**config.mk**
```make
export PLATFORM = sky130hd
export DESIGN_NAME = framed_packet_receiver_unit_flat
export DESIGN_NICKNAME = d
export VERILOG_FILES = /design/src/fpr_pkg.sv /design/src/fpr_if.sv /design/src/fpr_front.sv /design/src/fpr_queue.sv /design/src/fpr_back.sv /design/src/framed_packet_receiver_unit.sv /design/src/flat_wrapper.sv
export SDC_FILE = /design/constraint.sdc
export NUM_CORES = 1
export LEC_CHECK = 0
export BUFFER_PORTS_ARGS = -buffer_cell sky130_fd_sc_hd__buf_4
export CORE_MARGIN = 2
export CORE_UTILIZATION = 55
export DETAILED_ROUTE_END_ITERATION = 16
export GPL_TIMING_DRIVEN = 0
export PLACE_DENSITY = 0.74
export SLEW_MARGIN = 25
export SYNTH_ARGS = -nofsm -noshare
export SYNTH_HDL_FRONTEND = slang
export SYNTH_HIERARCHICAL = 1
export SYNTH_SLANG_ARGS = --single-unit
```
**constraint.sdc**
```tcl
create_clock -name clk -period 3 [get_ports clk]
set_input_delay 0.6 -clock clk [delete_from_list [all_inputs] [get_ports clk]]
set_output_delay 0.6 -clock clk [all_outputs]
set_load 0.01 [all_outputs]
```
**src/fpr_pkg.sv**
```systemverilog
`timescale 1ns / 1ps
// ---------------------------------------------------------------------------
// fpr_pkg
// Shared constants and the job record passed from front end to back end.
// ---------------------------------------------------------------------------
package fpr_pkg;

    localparam int BUF_DEPTH_DEF   = 64;
    localparam int QUEUE_DEPTH_DEF = 4;
    localparam int REPLY_BEATS     = 6;

    localparam logic [7:0] HDR0_BYTE   = 8'h55;
    localparam logic [7:0] HDR1_BYTE   = 8'hAA;
    localparam logic [7:0] ACK_CODE    = 8'h80;
    localparam logic [7:0] SUMERR_CODE = 8'h81;
    localparam logic [7:0] XORERR_CODE = 8'h82;

    localparam logic CMD_BYTE = 1'b0;
    localparam logic CMD_READ = 1'b1;

    localparam logic KIND_REPLY = 1'b0;
    localparam logic KIND_READ  = 1'b1;

    localparam logic [1:0] STATUS_GOOD     = 2'd0;
    localparam logic [1:0] STATUS_SUM_FAIL = 2'd1;
    localparam logic [1:0] STATUS_XOR_FAIL = 2'd2;

    typedef struct packed {
        logic       kind;
        logic [7:0] code;
        logic [1:0] status;
        logic [7:0] rdata;
        logic [7:0] length;
        logic       valid_flag;
    } fpr_job_t;

endpackage

```
**src/fpr_if.sv**
```systemverilog
`timescale 1ns / 1ps
// ---------------------------------------------------------------------------
// fpr_in_if / fpr_out_if
// Valid/ready channels for received items and for result items.
// ---------------------------------------------------------------------------
interface fpr_in_if;
    logic       valid;
    logic       ready;
    logic       command;
    logic [7:0] rx_byte;
    logic [5:0] read_index;

    modport source (output valid, command, rx_byte, read_index, input ready);
    modport sink   (input valid, command, rx_byte, read_index, output ready);
endinterface

interface fpr_out_if;
    logic       valid;
    logic       ready;
    logic       result_kind;
    logic [7:0] tx_byte;
    logic       tx_last;
    logic [1:0] frame_status;
    logic [7:0] read_data;
    logic [7:0] frame_length;
    logic       frame_valid;

    modport source (output valid, result_kind, tx_byte, tx_last, frame_status,
                    read_data, frame_length, frame_valid, input ready);
    modport sink   (input valid, result_kind, tx_byte, tx_last, frame_status,
                    read_data, frame_length, frame_valid, output ready);
endinterface

```
**src/fpr_front.sv**
```systemverilog
`timescale 1ns / 1ps
// ---------------------------------------------------------------------------
// fpr_front
// Frame parser: runs the header/length/checksum sequence, writes the payload
// buffer, reads it for read commands and stages one job per reply or read.
// ---------------------------------------------------------------------------
module fpr_front #(
    parameter int BUF_DEPTH = fpr_pkg::BUF_DEPTH_DEF
) (
    input  logic             clk,
    input  logic             rst_n,
    fpr_in_if.sink           req,
    output fpr_pkg::fpr_job_t job,
    output logic             job_valid,
    input  logic             job_ready
);
    import fpr_pkg::*;

    localparam int AW = (BUF_DEPTH > 1) ? $clog2(BUF_DEPTH) : 1;
    localparam int IW = (AW > 6) ? AW : 6;

    localparam logic [2:0] STEP_HUNT = 3'd0;
    localparam logic [2:0] STEP_HDR1 = 3'd1;
    localparam logic [2:0] STEP_CODE = 3'd2;
    localparam logic [2:0] STEP_LEN  = 3'd3;
    localparam logic [2:0] STEP_DATA = 3'd4;
    localparam logic [2:0] STEP_SUM  = 3'd5;
    localparam logic [2:0] STEP_XOR  = 3'd6;

    logic [7:0] mem [BUF_DEPTH];

    logic [2:0] step_reg, step_next;
    logic [7:0] count_reg, count_next;
    logic [7:0] len_reg, len_next;
    logic [7:0] sum_reg, sum_next;
    logic [7:0] xor_reg, xor_next;
    logic       flag_reg, flag_next;

    logic       job_valid_reg, job_valid_next;
    logic       job_kind_reg;
    logic [7:0] job_code_reg;
    logic [1:0] job_status_reg;
    logic [7:0] job_len_reg;
    logic       job_flag_reg;
    logic       rd_zero_reg;
    logic [7:0] mem_rd_reg;

    logic          accept;
    logic          emit;
    logic [7:0]    emit_code;
    logic [1:0]    emit_status;
    logic          store;
    logic          wr_en;
    logic [IW-1:0] idx_w;
    logic          idx_in_range;
    logic          cnt_in_range;

    assign req.ready = !job_valid_reg || job_ready;
    assign accept    = req.valid && req.ready;

    assign idx_w        = IW'(req.read_index);
    assign idx_in_range = ({1'b0, idx_w} < (IW + 1)'(BUF_DEPTH));
    assign cnt_in_range = ({1'b0, count_reg} < 9'(BUF_DEPTH));

    always_comb
    begin
        step_next   = step_reg;
        count_next  = count_reg;
        len_next    = len_reg;
        sum_next    = sum_reg;
        xor_next    = xor_reg;
        flag_next   = flag_reg;
        emit        = 1'b0;
        emit_code   = ACK_CODE;
        emit_status = STATUS_GOOD;
        store       = 1'b0;
        case (step_reg)
            STEP_HDR1:
            begin
                if (req.rx_byte == HDR1_BYTE)
                begin
                    step_next  = STEP_CODE;
                    count_next = 8'd0;
                    flag_next  = 1'b0;
                end
                else
                begin
                    step_next = STEP_HUNT;
                end
            end
            STEP_CODE:
            begin
                sum_next   = req.rx_byte;
                xor_next   = req.rx_byte;
                store      = 1'b1;
                count_next = count_reg + 8'd1;
                step_next  = STEP_LEN;
            end
            STEP_LEN:
            begin
                sum_next  = sum_reg + req.rx_byte;
                xor_next  = xor_reg ^ req.rx_byte;
                len_next  = req.rx_byte;
                step_next = (req.rx_byte == 8'd0) ? STEP_SUM : STEP_DATA;
            end
            STEP_DATA:
            begin
                sum_next   = sum_reg + req.rx_byte;
                xor_next   = xor_reg ^ req.rx_byte;
                store      = 1'b1;
                step_next  = (count_reg == len_reg) ? STEP_SUM : STEP_DATA;
                count_next = count_reg + 8'd1;
            end
            STEP_SUM:
            begin
                if (sum_reg == req.rx_byte)
                begin
                    step_next = STEP_XOR;
                end
                else
                begin
                    step_next   = STEP_HUNT;
                    count_next  = 8'd0;
                    sum_next    = 8'd0;
                    xor_next    = 8'd0;
                    emit        = 1'b1;
                    emit_code   = SUMERR_CODE;
                    emit_status = STATUS_SUM_FAIL;
                end
            end
            STEP_XOR:
            begin
                step_next  = STEP_HUNT;
                count_next = 8'd0;
                sum_next   = 8'd0;
                xor_next   = 8'd0;
                emit       = 1'b1;
                if (xor_reg == req.rx_byte)
                begin
                    flag_next   = 1'b1;
                    emit_code   = ACK_CODE;
                    emit_status = STATUS_GOOD;
                end
                else
                begin
                    emit_code   = XORERR_CODE;
                    emit_status = STATUS_XOR_FAIL;
                end
            end
            default:
            begin
                step_next = (req.rx_byte == HDR0_BYTE) ? STEP_HDR1 : STEP_HUNT;
            end
        endcase
    end

    assign wr_en = accept && (req.command == CMD_BYTE) && store && cnt_in_range;

    always_comb
    begin
        if (accept)
        begin
            job_valid_next = (req.command == CMD_READ) || emit;
        end
        else if (job_ready)
        begin
            job_valid_next = 1'b0;
        end
        else
        begin
            job_valid_next = job_valid_reg;
        end
    end

    always_ff @(posedge clk or negedge rst_n)
    begin
        if (!rst_n)
        begin
            step_reg      <= STEP_HUNT;
            count_reg     <= 8'd0;
            len_reg       <= 8'd0;
            sum_reg       <= 8'd0;
            xor_reg       <= 8'd0;
            flag_reg      <= 1'b0;
            job_valid_reg <= 1'b0;
        end
        else
        begin
            job_valid_reg <= job_valid_next;
            if (accept && (req.command == CMD_BYTE))
            begin
                step_reg  <= step_next;
                count_reg <= count_next;
                len_reg   <= len_next;
                sum_reg   <= sum_next;
                xor_reg   <= xor_next;
                flag_reg  <= flag_next;
            end
        end
    end

    always_ff @(posedge clk)
    begin
        if (wr_en)
        begin
            mem[count_reg[AW-1:0]] <= req.rx_byte;
        end
        if (accept && (req.command == CMD_READ))
        begin
            mem_rd_reg <= mem[idx_w[AW-1:0]];
        end
    end

    always_ff @(posedge clk)
    begin
        if (accept)
        begin
            rd_zero_reg <= !idx_in_range;
            if (req.command == CMD_READ)
            begin
                job_kind_reg   <= KIND_READ;
                job_code_reg   <= 8'd0;
                job_status_reg <= STATUS_GOOD;
                job_len_reg    <= len_reg;
                job_flag_reg   <= flag_reg;
            end
            else
            begin
                job_kind_reg   <= KIND_REPLY;
                job_code_reg   <= emit_code;
                job_status_reg <= emit_status;
                job_len_reg    <= len_next;
                job_flag_reg   <= flag_next;
            end
        end
    end

    assign job_valid      = job_valid_reg;
    assign job.kind       = job_kind_reg;
    assign job.code       = job_code_reg;
    assign job.status     = job_status_reg;
    assign job.rdata      = (job_kind_reg == KIND_READ && !rd_zero_reg) ? mem_rd_reg : 8'd0;
    assign job.length     = job_len_reg;
    assign job.valid_flag = job_flag_reg;

endmodule

```
**src/fpr_queue.sv**
```systemverilog
`timescale 1ns / 1ps
// ---------------------------------------------------------------------------
// fpr_queue
// Small job FIFO between the parser and the reply sequencer.
// ---------------------------------------------------------------------------
module fpr_queue #(
    parameter int DEPTH = fpr_pkg::QUEUE_DEPTH_DEF
) (
    input  logic              clk,
    input  logic              rst_n,
    input  logic              push_valid,
    output logic              push_ready,
    input  fpr_pkg::fpr_job_t push_data,
    output logic              pop_valid,
    input  logic              pop_ready,
    output fpr_pkg::fpr_job_t pop_data
);
    import fpr_pkg::*;

    localparam int PW = (DEPTH > 1) ? $clog2(DEPTH) : 1;
    localparam int CW = $clog2(DEPTH + 1);

    fpr_job_t slots [DEPTH];

    logic [PW-1:0] wr_ptr_reg, wr_ptr_next;
    logic [PW-1:0] rd_ptr_reg, rd_ptr_next;
    logic [CW-1:0] count_reg, count_next;
    logic          push;
    logic          pop;

    assign push_ready = (count_reg != CW'(DEPTH));
    assign pop_valid  = (count_reg != '0);
    assign push       = push_valid && push_ready;
    assign pop        = pop_valid && pop_ready;
    assign pop_data   = slots[rd_ptr_reg];

    always_comb
    begin
        wr_ptr_next = wr_ptr_reg;
        rd_ptr_next = rd_ptr_reg;
        count_next  = count_reg;
        if (push)
        begin
            wr_ptr_next = (wr_ptr_reg == PW'(DEPTH - 1)) ? '0 : wr_ptr_reg + PW'(1);
        end
        if (pop)
        begin
            rd_ptr_next = (rd_ptr_reg == PW'(DEPTH - 1)) ? '0 : rd_ptr_reg + PW'(1);
        end
        if (push && !pop)
        begin
            count_next = count_reg + CW'(1);
        end
        else if (pop && !push)
        begin
            count_next = count_reg - CW'(1);
        end
    end

    always_ff @(posedge clk or negedge rst_n)
    begin
        if (!rst_n)
        begin
            wr_ptr_reg <= '0;
            rd_ptr_reg <= '0;
            count_reg  <= '0;
        end
        else
        begin
            wr_ptr_reg <= wr_ptr_next;
            rd_ptr_reg <= rd_ptr_next;
            count_reg  <= count_next;
        end
    end

    always_ff @(posedge clk)
    begin
        if (push)
        begin
            slots[wr_ptr_reg] <= push_data;
        end
    end

endmodule

```
**src/fpr_back.sv**
```systemverilog
`timescale 1ns / 1ps
// ---------------------------------------------------------------------------
// fpr_back
// Reply sequencer: expands a reply job into six bytes and a read job into
// one answer, through a registered result stage.
// ---------------------------------------------------------------------------
module fpr_back (
    input  logic              clk,
    input  logic              rst_n,
    input  logic              job_valid,
    output logic              job_ready,
    input  fpr_pkg::fpr_job_t job,
    fpr_out_if.source         rsp
);
    import fpr_pkg::*;

    localparam logic [2:0] LAST_BEAT = 3'(REPLY_BEATS - 1);

    fpr_job_t   cur_reg;
    logic       cur_valid_reg, cur_valid_next;
    logic [2:0] beat_reg, beat_next;
    logic       out_valid_reg, out_valid_next;

    logic       out_kind_reg;
    logic [7:0] out_tx_reg;
    logic       out_last_reg;
    logic [1:0] out_status_reg;
    logic [7:0] out_rdata_reg;
    logic [7:0] out_len_reg;
    logic       out_flag_reg;

    logic       load_out;
    logic       last_beat;
    logic       done;
    logic       pop;
    logic [7:0] reply_byte;

    assign load_out  = cur_valid_reg && (!out_valid_reg || rsp.ready);
    assign last_beat = (cur_reg.kind == KIND_READ) || (beat_reg == LAST_BEAT);
    assign done      = load_out && last_beat;
    assign job_ready = !cur_valid_reg || done;
    assign pop       = job_valid && job_ready;

    always_comb
    begin
        case (beat_reg)
            3'd0:    reply_byte = HDR0_BYTE;
            3'd1:    reply_byte = HDR1_BYTE;
            3'd2:    reply_byte = cur_reg.code;
            3'd3:    reply_byte = 8'd0;
            3'd4:    reply_byte = cur_reg.code;
            3'd5:    reply_byte = cur_reg.code;
            default: reply_byte = 8'd0;
        endcase
    end

    always_comb
    begin
        cur_valid_next = cur_valid_reg;
        beat_next      = beat_reg;
        if (pop)
        begin
            cur_valid_next = 1'b1;
            beat_next      = 3'd0;
        end
        else if (done)
        begin
            cur_valid_next = 1'b0;
        end
        else if (load_out)
        begin
            beat_next = beat_reg + 3'd1;
        end

        if (load_out)
        begin
            out_valid_next = 1'b1;
        end
        else if (rsp.ready)
        begin
            out_valid_next = 1'b0;
        end
        else
        begin
            out_valid_next = out_valid_reg;
        end
    end

    always_ff @(posedge clk or negedge rst_n)
    begin
        if (!rst_n)
        begin
            cur_valid_reg <= 1'b0;
            beat_reg      <= 3'd0;
            out_valid_reg <= 1'b0;
        end
        else
        begin
            cur_valid_reg <= cur_valid_next;
            beat_reg      <= beat_next;
            out_valid_reg <= out_valid_next;
        end
    end

    always_ff @(posedge clk)
    begin
        if (pop)
        begin
            cur_reg <= job;
        end
        if (load_out)
        begin
            out_kind_reg <= cur_reg.kind;
            out_len_reg  <= cur_reg.length;
            out_flag_reg <= cur_reg.valid_flag;
            if (cur_reg.kind == KIND_READ)
            begin
                out_tx_reg     <= 8'd0;
                out_last_reg   <= 1'b0;
                out_status_reg <= STATUS_GOOD;
                out_rdata_reg  <= cur_reg.rdata;
            end
            else
            begin
                out_tx_reg     <= reply_byte;
                out_last_reg   <= (beat_reg == LAST_BEAT);
                out_status_reg <= cur_reg.status;
                out_rdata_reg  <= 8'd0;
            end
        end
    end

    assign rsp.valid        = out_valid_reg;
    assign rsp.result_kind  = out_kind_reg;
    assign rsp.tx_byte      = out_tx_reg;
    assign rsp.tx_last      = out_last_reg;
    assign rsp.frame_status = out_status_reg;
    assign rsp.read_data    = out_rdata_reg;
    assign rsp.frame_length = out_len_reg;
    assign rsp.frame_valid  = out_flag_reg;

endmodule

```
**src/framed_packet_receiver_unit.sv**
```systemverilog
`timescale 1ns / 1ps
// ---------------------------------------------------------------------------
// framed_packet_receiver_unit
// Serial frame receiver with sum/XOR check, six-byte replies and a payload
// buffer readable by command.
// ---------------------------------------------------------------------------
// The block takes one item per cycle on req: a received byte or a buffer read.
// Frames are 55 AA CODE LEN DATA[LEN] SUM XOR; each frame end produces six
// reply results (ACK 80, sum error 81 or XOR error 82), each read produces one
// answer. The parser stages each job in a register and hands it to a job
// queue of QUEUE_DEPTH entries; the reply sequencer drives one result per
// cycle while rsp is ready, from its output register, and req stalls only
// once the queue and staging register are full. A read answer or the first
// reply byte passes, at the earliest, through the staging register with the
// buffer read, the job queue, the sequencer job register, then the result
// register. The payload buffer needs no clearing after reset; entries never
// written by a frame read back undefined.
// ---------------------------------------------------------------------------
module framed_packet_receiver_unit #(
    parameter int BUF_DEPTH   = fpr_pkg::BUF_DEPTH_DEF,
    parameter int QUEUE_DEPTH = fpr_pkg::QUEUE_DEPTH_DEF
) (
    input  logic      clk,
    input  logic      rst_n,
    fpr_in_if.sink    req,
    fpr_out_if.source rsp
);
    import fpr_pkg::*;

    fpr_job_t front_job;
    logic     front_valid;
    logic     front_ready;
    fpr_job_t back_job;
    logic     back_valid;
    logic     back_ready;

    fpr_front #(
        .BUF_DEPTH (BUF_DEPTH)
    ) u_front (
        .clk       (clk),
        .rst_n     (rst_n),
        .req       (req),
        .job       (front_job),
        .job_valid (front_valid),
        .job_ready (front_ready)
    );

    fpr_queue #(
        .DEPTH (QUEUE_DEPTH)
    ) u_queue (
        .clk        (clk),
        .rst_n      (rst_n),
        .push_valid (front_valid),
        .push_ready (front_ready),
        .push_data  (front_job),
        .pop_valid  (back_valid),
        .pop_ready  (back_ready),
        .pop_data   (back_job)
    );

    fpr_back u_back (
        .clk       (clk),
        .rst_n     (rst_n),
        .job_valid (back_valid),
        .job_ready (back_ready),
        .job       (back_job),
        .rsp       (rsp)
    );

endmodule

```
**src/flat_wrapper.sv**
```systemverilog
// flat-port wrapper written by rule: the top's interface ports become plain ports
module framed_packet_receiver_unit_flat import fpr_pkg::*;
#(
    parameter int BUF_DEPTH   = fpr_pkg::BUF_DEPTH_DEF,
    parameter int QUEUE_DEPTH = fpr_pkg::QUEUE_DEPTH_DEF
)
  (clk, rst_n, req_valid, req_command, req_rx_byte, req_read_index, req_ready, rsp_valid, rsp_result_kind, rsp_tx_byte, rsp_tx_last, rsp_frame_status, rsp_read_data, rsp_frame_length, rsp_frame_valid, rsp_ready);
  fpr_in_if req_i ();
  fpr_out_if rsp_i ();
  input  logic clk;
  input  logic rst_n;
  input wire logic [$bits(req_i.valid)-1:0] req_valid;
  input wire logic [$bits(req_i.command)-1:0] req_command;
  input wire logic [$bits(req_i.rx_byte)-1:0] req_rx_byte;
  input wire logic [$bits(req_i.read_index)-1:0] req_read_index;
  output wire logic [$bits(req_i.ready)-1:0] req_ready;
  output wire logic [$bits(rsp_i.valid)-1:0] rsp_valid;
  output wire logic [$bits(rsp_i.result_kind)-1:0] rsp_result_kind;
  output wire logic [$bits(rsp_i.tx_byte)-1:0] rsp_tx_byte;
  output wire logic [$bits(rsp_i.tx_last)-1:0] rsp_tx_last;
  output wire logic [$bits(rsp_i.frame_status)-1:0] rsp_frame_status;
  output wire logic [$bits(rsp_i.read_data)-1:0] rsp_read_data;
  output wire logic [$bits(rsp_i.frame_length)-1:0] rsp_frame_length;
  output wire logic [$bits(rsp_i.frame_valid)-1:0] rsp_frame_valid;
  input wire logic [$bits(rsp_i.ready)-1:0] rsp_ready;
  assign req_i.valid = req_valid;
  assign req_i.command = req_command;
  assign req_i.rx_byte = req_rx_byte;
  assign req_i.read_index = req_read_index;
  assign req_ready = req_i.ready;
  assign rsp_valid = rsp_i.valid;
  assign rsp_result_kind = rsp_i.result_kind;
  assign rsp_tx_byte = rsp_i.tx_byte;
  assign rsp_tx_last = rsp_i.tx_last;
  assign rsp_frame_status = rsp_i.frame_status;
  assign rsp_read_data = rsp_i.read_data;
  assign rsp_frame_length = rsp_i.frame_length;
  assign rsp_frame_valid = rsp_i.frame_valid;
  assign rsp_i.ready = rsp_ready;
  framed_packet_receiver_unit #(.BUF_DEPTH(BUF_DEPTH), .QUEUE_DEPTH(QUEUE_DEPTH)) u_core (.clk(clk), .rst_n(rst_n), .req(req_i), .rsp(rsp_i));
endmodule
```
==> results of run 1 <==
[routing by layer]
layer	up-vias	share of wire
li1	6718	-
met1	8202	0.39
met2	803	0.48
met3	154	0.084
met4	2	0.040
met5	-	0.00019
[what timing repair did]
action,CTS,global route
buffers inserted,6,2
endpoints found under the setup margin,512,311
hold buffers,0,0
cloned,0,0
pin swaps,2,0
gates resized for setup,87,25
[cells in the mapped netlist, drive strengths merged (5+ instances only)]
cell / n
a32o: 8
nand4: 14
nor3: 16
mux2i: 39
a211oi: 10
xnor2: 17
mux4: 139
mux2: 30
inv: 12
ha: 18
nand3: 15
nand3b: 9
nor2b: 24
nand2b: 10
clkbuf: 36
nor2: 107
o21ai: 64
a21oi: 40
buf: 59
o41ai: 5
a22o: 7
dfrtp: 49
and2: 19
edfxtp: 702
or3: 5
nor4: 6
nand2: 32
o22ai: 11
a22oi: 26
and3: 6
xor2: 10
[final cells by class]
type                            instances  area (um2)  area share
Clock buffer                           89        1970      0.0575
Timing Repair Buffer                   56         477      0.0139
Sequential cell                       751       22300       0.650
Inverter                               12        45.0     0.00131
Multi-Input combinational cell        740        7590       0.221
Tap cell                              696         871      0.0254
Clock inverter                         43         475      0.0139
Buffer                                 95         564      0.0165
[power breakdown]
group	internal (W)	switching (W)
Sequential	0.0125	0.000336
Clock	0.00556	0.00382
Combinational	0.00160	0.00240
[critical path: stages (launching register included)]
cell	delay, ns
dfrtp_1	0.43
nand2b_1	0.25
a21o_1	0.32
nand2b_4	0.23
nor4_4	0.44
or3b_1	0.42
buf_6	0.17
nor2_2	0.40
[kinds of logic (layout without fill, tap and decap cells)]
kind of cell,Yosys count,count (layout),share of synthesized area
buffers and inverters,107,295,0.0201
other,1,5,0.000125
AND/OR/NAND/NOR,279,279,0.0489
flip-flops,751,751,0.742
AO/OA/AOI/OAI,201,201,0.0431
adder cells (fa/ha/maj),20,20,0.00883
multiplexers,208,208,0.129
XOR/XNOR,27,27,0.00787
[worst paths after layout]
check                           slack (ns)  depth (start not counted)                                 to
worst max register to register       -0.05                          7           u_core/u_front/mem[6][6]
worst min-delay path                  0.02                          1       u_core/u_queue/wr_ptr_reg[1]
worst min register to register        0.42                          0  u_core/u_back/rsp.frame_length[7]
max in group asynchronous             2.51                          1            u_core/u_back/rsp.valid
worst max-delay path                 -0.05                          7           u_core/u_front/mem[6][6]
min in group clk                      0.28                          1        u_core/u_front/job_kind_reg
[stage by stage]
stage / cells / hold WS (ns) / cell area, um2
after floorplan: 1598 / 0.304 / 30100
after detailed placement: 2340 / 0.405 / 31300
final: 2482 / 0.0203 / 34300
after global routing: 2482 / 0.0577 / 34300
after CTS: 2478 / 0.0296 / 34100
after global placement: 2339 / 0.402 / 31300
==> run metrics, run 1 <==
fin util 0.636; detailed-placement wirelength estimate around 42 mm; Clock Skew 0.0293 ns; Initial Utilization 0.557; unrepaired setup endpoints after global routing true; failing checks setup timing; Crit. Startpoint u_core/u_front/step_reg[1]; Avg WL per Cell between 20 and 30 um; Port Buffers 45; largest net degree at the start of global routing a little under 70; Critical Path End Type flop; Primary FF master, synth edfxtp_1; CP Class flop to flop; I/O pin count 50; async set or reset register ratio after synthesis 0.0652; Root Driver clkbuf_16; Cell Rows 85; layout cells sized above 1 0.270; most common cell after layout, fill and taps aside edfxtp_1; outcome finished, violations left; Pwr per Cell Area about 760 mW/mm2; first-pass GRT wire length 101 mm; Yosys warning total 6; post-synth top area cell edfxtp_1; RePlAce Congestion slightly above 0.9; CTS tree yes; DR DRC count 0; # H-tree levels 3; Post-synth EDFFs approximately 700; grt ovf 0; worst endpoint data arrival time approximately 3.3 ns; top cells by area, synth edfxtp_1 70%, mux4_2 10%, dfrtp_1 4.1%, mux2i_1 1.3%, nor2_1 1.2%; met2 Use GR 0.386; Area growth syn-to-layout 14.1%; die span in x 238 um; Rel. slew slack 0.169; n_diodes 0; fill count 3588; startpoint types flop; Die Ht about 240 um; routing usage on met3 0.0579; post-place setup slack -1.03 ns; Vias approximately 16000; Max Cap Viol 0; Final period util 1.02; Synth Register Bits about 750; Synth Area per Inst 18.9 um2; total global-route track usage 0.245; number of global-route vias before repair around 16000; GR peak layer met2; CP max FO 8; most frequent cells in the layout 702 x edfxtp_1, 138 x mux4_2, 77 x clkbuf_16; Peak Freq ~330 MHz; Iteration-0 DRC Markers roughly 1700; WL final about 68 mm; cell leakage power about 11 nW; Nets 1769; Final Hold Viols 0; VDD IR max 446 uV; initial antenna violation count 3; Worst Path Required ~3.3 ns; Via density 6.40; max reg flops between 500 and 600; setup_tns -0.902 ns; setup slack after layout -0.0470 ns; Die Area between 0.05 and 0.06 mm2; area share of the largest cell type after synthesis 0.702; TritonCTS buffer count 74; clock sink count between 700 and 800; Final setup viols 41; Longest Clk Path Bufs 3; hold crit path type input port to asynchronous set/reset pin; Final min period 3.05 ns; Max Slew Vio Count 0; Slew @ Worst Pin between 1 and 1.5 ns; met1 global-route usage 0.334; synthesized area 0.0301 mm2; total power about 0.026 W; clock-pin slew on the worst setup and hold paths ~0.060 ns; sequential-to-total area share from yosys stat 0.742; Syn Inst Count around 1600; Worst R2R Start u_core/u_front/step_reg[1]; core area roughly 0.054 mm2; clk_lat worst skew 0.62 ns; DRT Pass-1 Iters 5; antenna viol nets, final 0; Distinct cells, synth 75
No activity file was read; power rests on OpenSTA's default activity.
==> run 2: changes to the inputs <==
Settings changed: SKIP_LAST_GASP from default to 1.
Clock period 3 ns to 2.4 ns, I/O delays scaled along.
==> run 2 against run 1 <==
The flow still finishes with violations (setup timing). Setup slack lost 0.065 ns. Flip-flop and latch count is the same. Die area is the same. Via count grew 3.0%. Critical path type is now input port to flop. Core utilization increased by 2.0 points. Clock-buffer cell count is 4 higher. Sequential power grew 25%. Non-clock buffer count up 56. First-iteration DRC count up 21%. Combinational power grew 33%.
==> run metrics, run 2 (synthesis gave the netlist of run 1 again) <==
WL met3 6.49 mm (+14%); failing checks setup timing; clock sink count 751 (unchanged); initial antenna violation count 0 (-3); Peak Freq between 300 and 400 MHz; number of global-route vias before repair 16300 (+4.0%); switching share of power 0.258 (+0.00730); max reg flops 512 (unchanged); WL final 70.4 mm (+3.5%); Iteration-0 DRC Markers 2070 (+21%); Clk pwr share 0.353 (-0.005); CP max FO 10 (+2); Final setup viols 71 (+73%); clock-pin slew on the worst setup and hold paths 0.06 ns (about the same); outcome finished, violations left; reg-to-reg slack, setup -0.06 ns (about the same); Area after DPL 0.0314 mm2 (+0.25%); Initial Utilization 0.557 (unchanged); n_diodes 0 (unchanged); Port Buffers 45 (unchanged); Rel. slew slack 0.256 (+0.0871); Via density 6.43 (+0.43%); # H-tree levels 3 (unchanged); detailed-placement wirelength estimate 42.1 mm (+0.59%); Cells after DPL 2341 (+0.043%); sequential power share 0.486 (-0.003); hold depth 1; layout cells sized above 1 0.302 (+0.0324); Pwr per Cell Area 933 mW/mm2 (+22%); I/O pin count 50 (unchanged); Nets 1826 (+3.2%); setup slack after layout -0.112 ns (-0.0652 ns); Max Slew Vio Count 0 (unchanged); hold_ws 0.165 ns (+0.144 ns); P_int 0.0245 W (+25%); DR top layer met4; most common cell after layout, fill and taps aside edfxtp_1; setup_tns -1.55 ns (-0.650 ns); core area 0.0539 mm2 (unchanged); multi-input logic area 0.00781 mm2 (+3.0%); Logic pwr share 0.161 (+0.008); Worst R2R Start u_core/u_front/step_reg[1]; Root Driver clkbuf_16; register area 0.0223 mm2 (about the same); Worst Path Required 2.71 ns (-0.54 ns); fin cells 2545 (+2.5%); unrepaired setup endpoints after global routing true; Area growth syn-to-layout 17.6%; WHS Endpoint u_core/u_front/job_kind_reg; min-delay src req_command; DRT Pass-1 Iters 6 (+1); VDD IR max 672 uV (+51%); cell leakage power 11.6 nW (+3.9%); clk_lat worst skew 0.63 ns (about the same); worst endpoint data arrival time 2.82 ns (-0.48 ns); Crit Reg-Reg Endpoint u_core/u_front/mem[35][2]; hold crit path type input port to flop; most frequent cells in the layout 702 x edfxtp_1, 138 x mux4_2, 92 x buf_4; Die Ht 238 um (unchanged); P_sw 0.00850 W (+30%); Final min period approximately 2.5 ns; die span in x 238 um (unchanged); TritonCTS buffer count 75 (+1.4%); Final period util 1.05; Vias 16400 (+3.0%); CP Class input port to flop; startpoint types input port; Slew @ Worst Pin 1.12 ns (-0.127 ns); total global-route track usage 0.253 (+0.00716); Max Cap Viol 0 (unchanged); R2R cell count 10 (+3); Clock Skew 0.0316 ns (+0.00233 ns); Longest Clk Path Bufs 3 (unchanged); first-pass GRT wire length 104 mm (+3.3%); fill count 3443 (-4.0%); final instance area 0.0353 mm2 (+3.1%); WL met1 26.6 mm (-0.62%); grt ovf 0 (unchanged); RePlAce Congestion 0.936 (+3.4%); Avg WL per Cell 27.7 um (+0.98%); Cell Rows 85 (unchanged); largest net degree at the start of global routing 68 (unchanged); DR DRC count 0 (unchanged); antenna viol nets, final 0 (unchanged); WL met2 34.7 mm (+5.9%); CTS tree yes; Critical Path End Type flop; Die Area 0.0565 mm2 (unchanged); Final Hold Viols 0 (unchanged)
## run 2: cell count changes in the layout (fill, tap and decap cells not counted), sizes merged
| cell | change |
|---|---|
| buf | +57 |
| bufinv | -3 |
| clkbuf | +2 |
| clkinv | +7 |
| clkinvlp | +1 |
| dlygate4sd3 | +1 |
| inv | -2 |
## run 2: worst max path at each step
stage                                 from                           end  slack [ns]
6_report                 req_read_index[2]  u_core/u_front/mem_rd_reg[3]       -0.11
5_1_grt        u_core/u_front/count_reg[5]     u_core/u_front/mem[26][1]       -0.11
4_1_cts        u_core/u_queue/count_reg[2]      u_core/u_front/mem[4][5]       -0.06
3_5_place_dp             req_read_index[2]  u_core/u_front/mem_rd_reg[3]       -1.05
3_3_place_gp             req_read_index[2]  u_core/u_front/mem_rd_reg[3]        -1.0
2_1_floorplan  u_core/u_queue/count_reg[2]     u_core/u_front/mem[56][0]       -0.09
## run 2: repair_timing
item / in CTS / in global routing
endpoints found under the setup margin: 538 / 464
hold buffers: 1 / 0
endpoints found under the hold margin: 49 / 0
buffers inserted: 48 / 20
gates resized for setup: 138 / 28
pin swaps: 26 / 26
## run 2: power by group through the flow
stage	Combinational [W]	Sequential [W]	Clock, W
finish	0.00533	0.0160	0.0116
global route	0.00575	0.0161	0.0123
CTS	0.00519	0.0160	0.0118
detailed placement	0.00489	0.0163	0
global placement	0.00468	0.0162	0
floorplan	0.00325	0.0162	0
## run 2: critical path, stage by stage
cell and delay [ns]:
buf_4 0.25, buf_2 0.43, buf_2 0.41, mux2i_1 0.34
a211oi_1 0.16, a311oi_2 0.45, o21ai_1 0.25
## run 2: cell type report
type                    instances  area share
inverters                      12     0.00127
clock inverters                46      0.0125
multi-input cells             740       0.221
flip-flops and latches        751       0.631
plain buffers                  91      0.0160
well taps                     696      0.0246
clock buffers                  93      0.0568
repair buffers                116      0.0367
## run 2: metrics by stage
stage          utilization  worst slack (ns)  total power [W]
2_1_floorplan            -           -0.0921           0.0195
3_3_place_gp         0.581            -0.996           0.0209
3_5_place_dp         0.582             -1.05           0.0212
4_1_cts              0.649           -0.0649           0.0330
5_1_grt              0.656            -0.115           0.0342
6_report             0.656            -0.112           0.0330
## run 2: routing by layer
| layer | track usage | vias to the layer above |
|---|---|---|
| li1 | - | 6854 |
| met1 | 0.339 | 8381 |
| met2 | 0.413 | 928 |
| met3 | 0.0549 | 189 |
| met4 | 0.0917 | 0 |
| met5 | 0 | - |
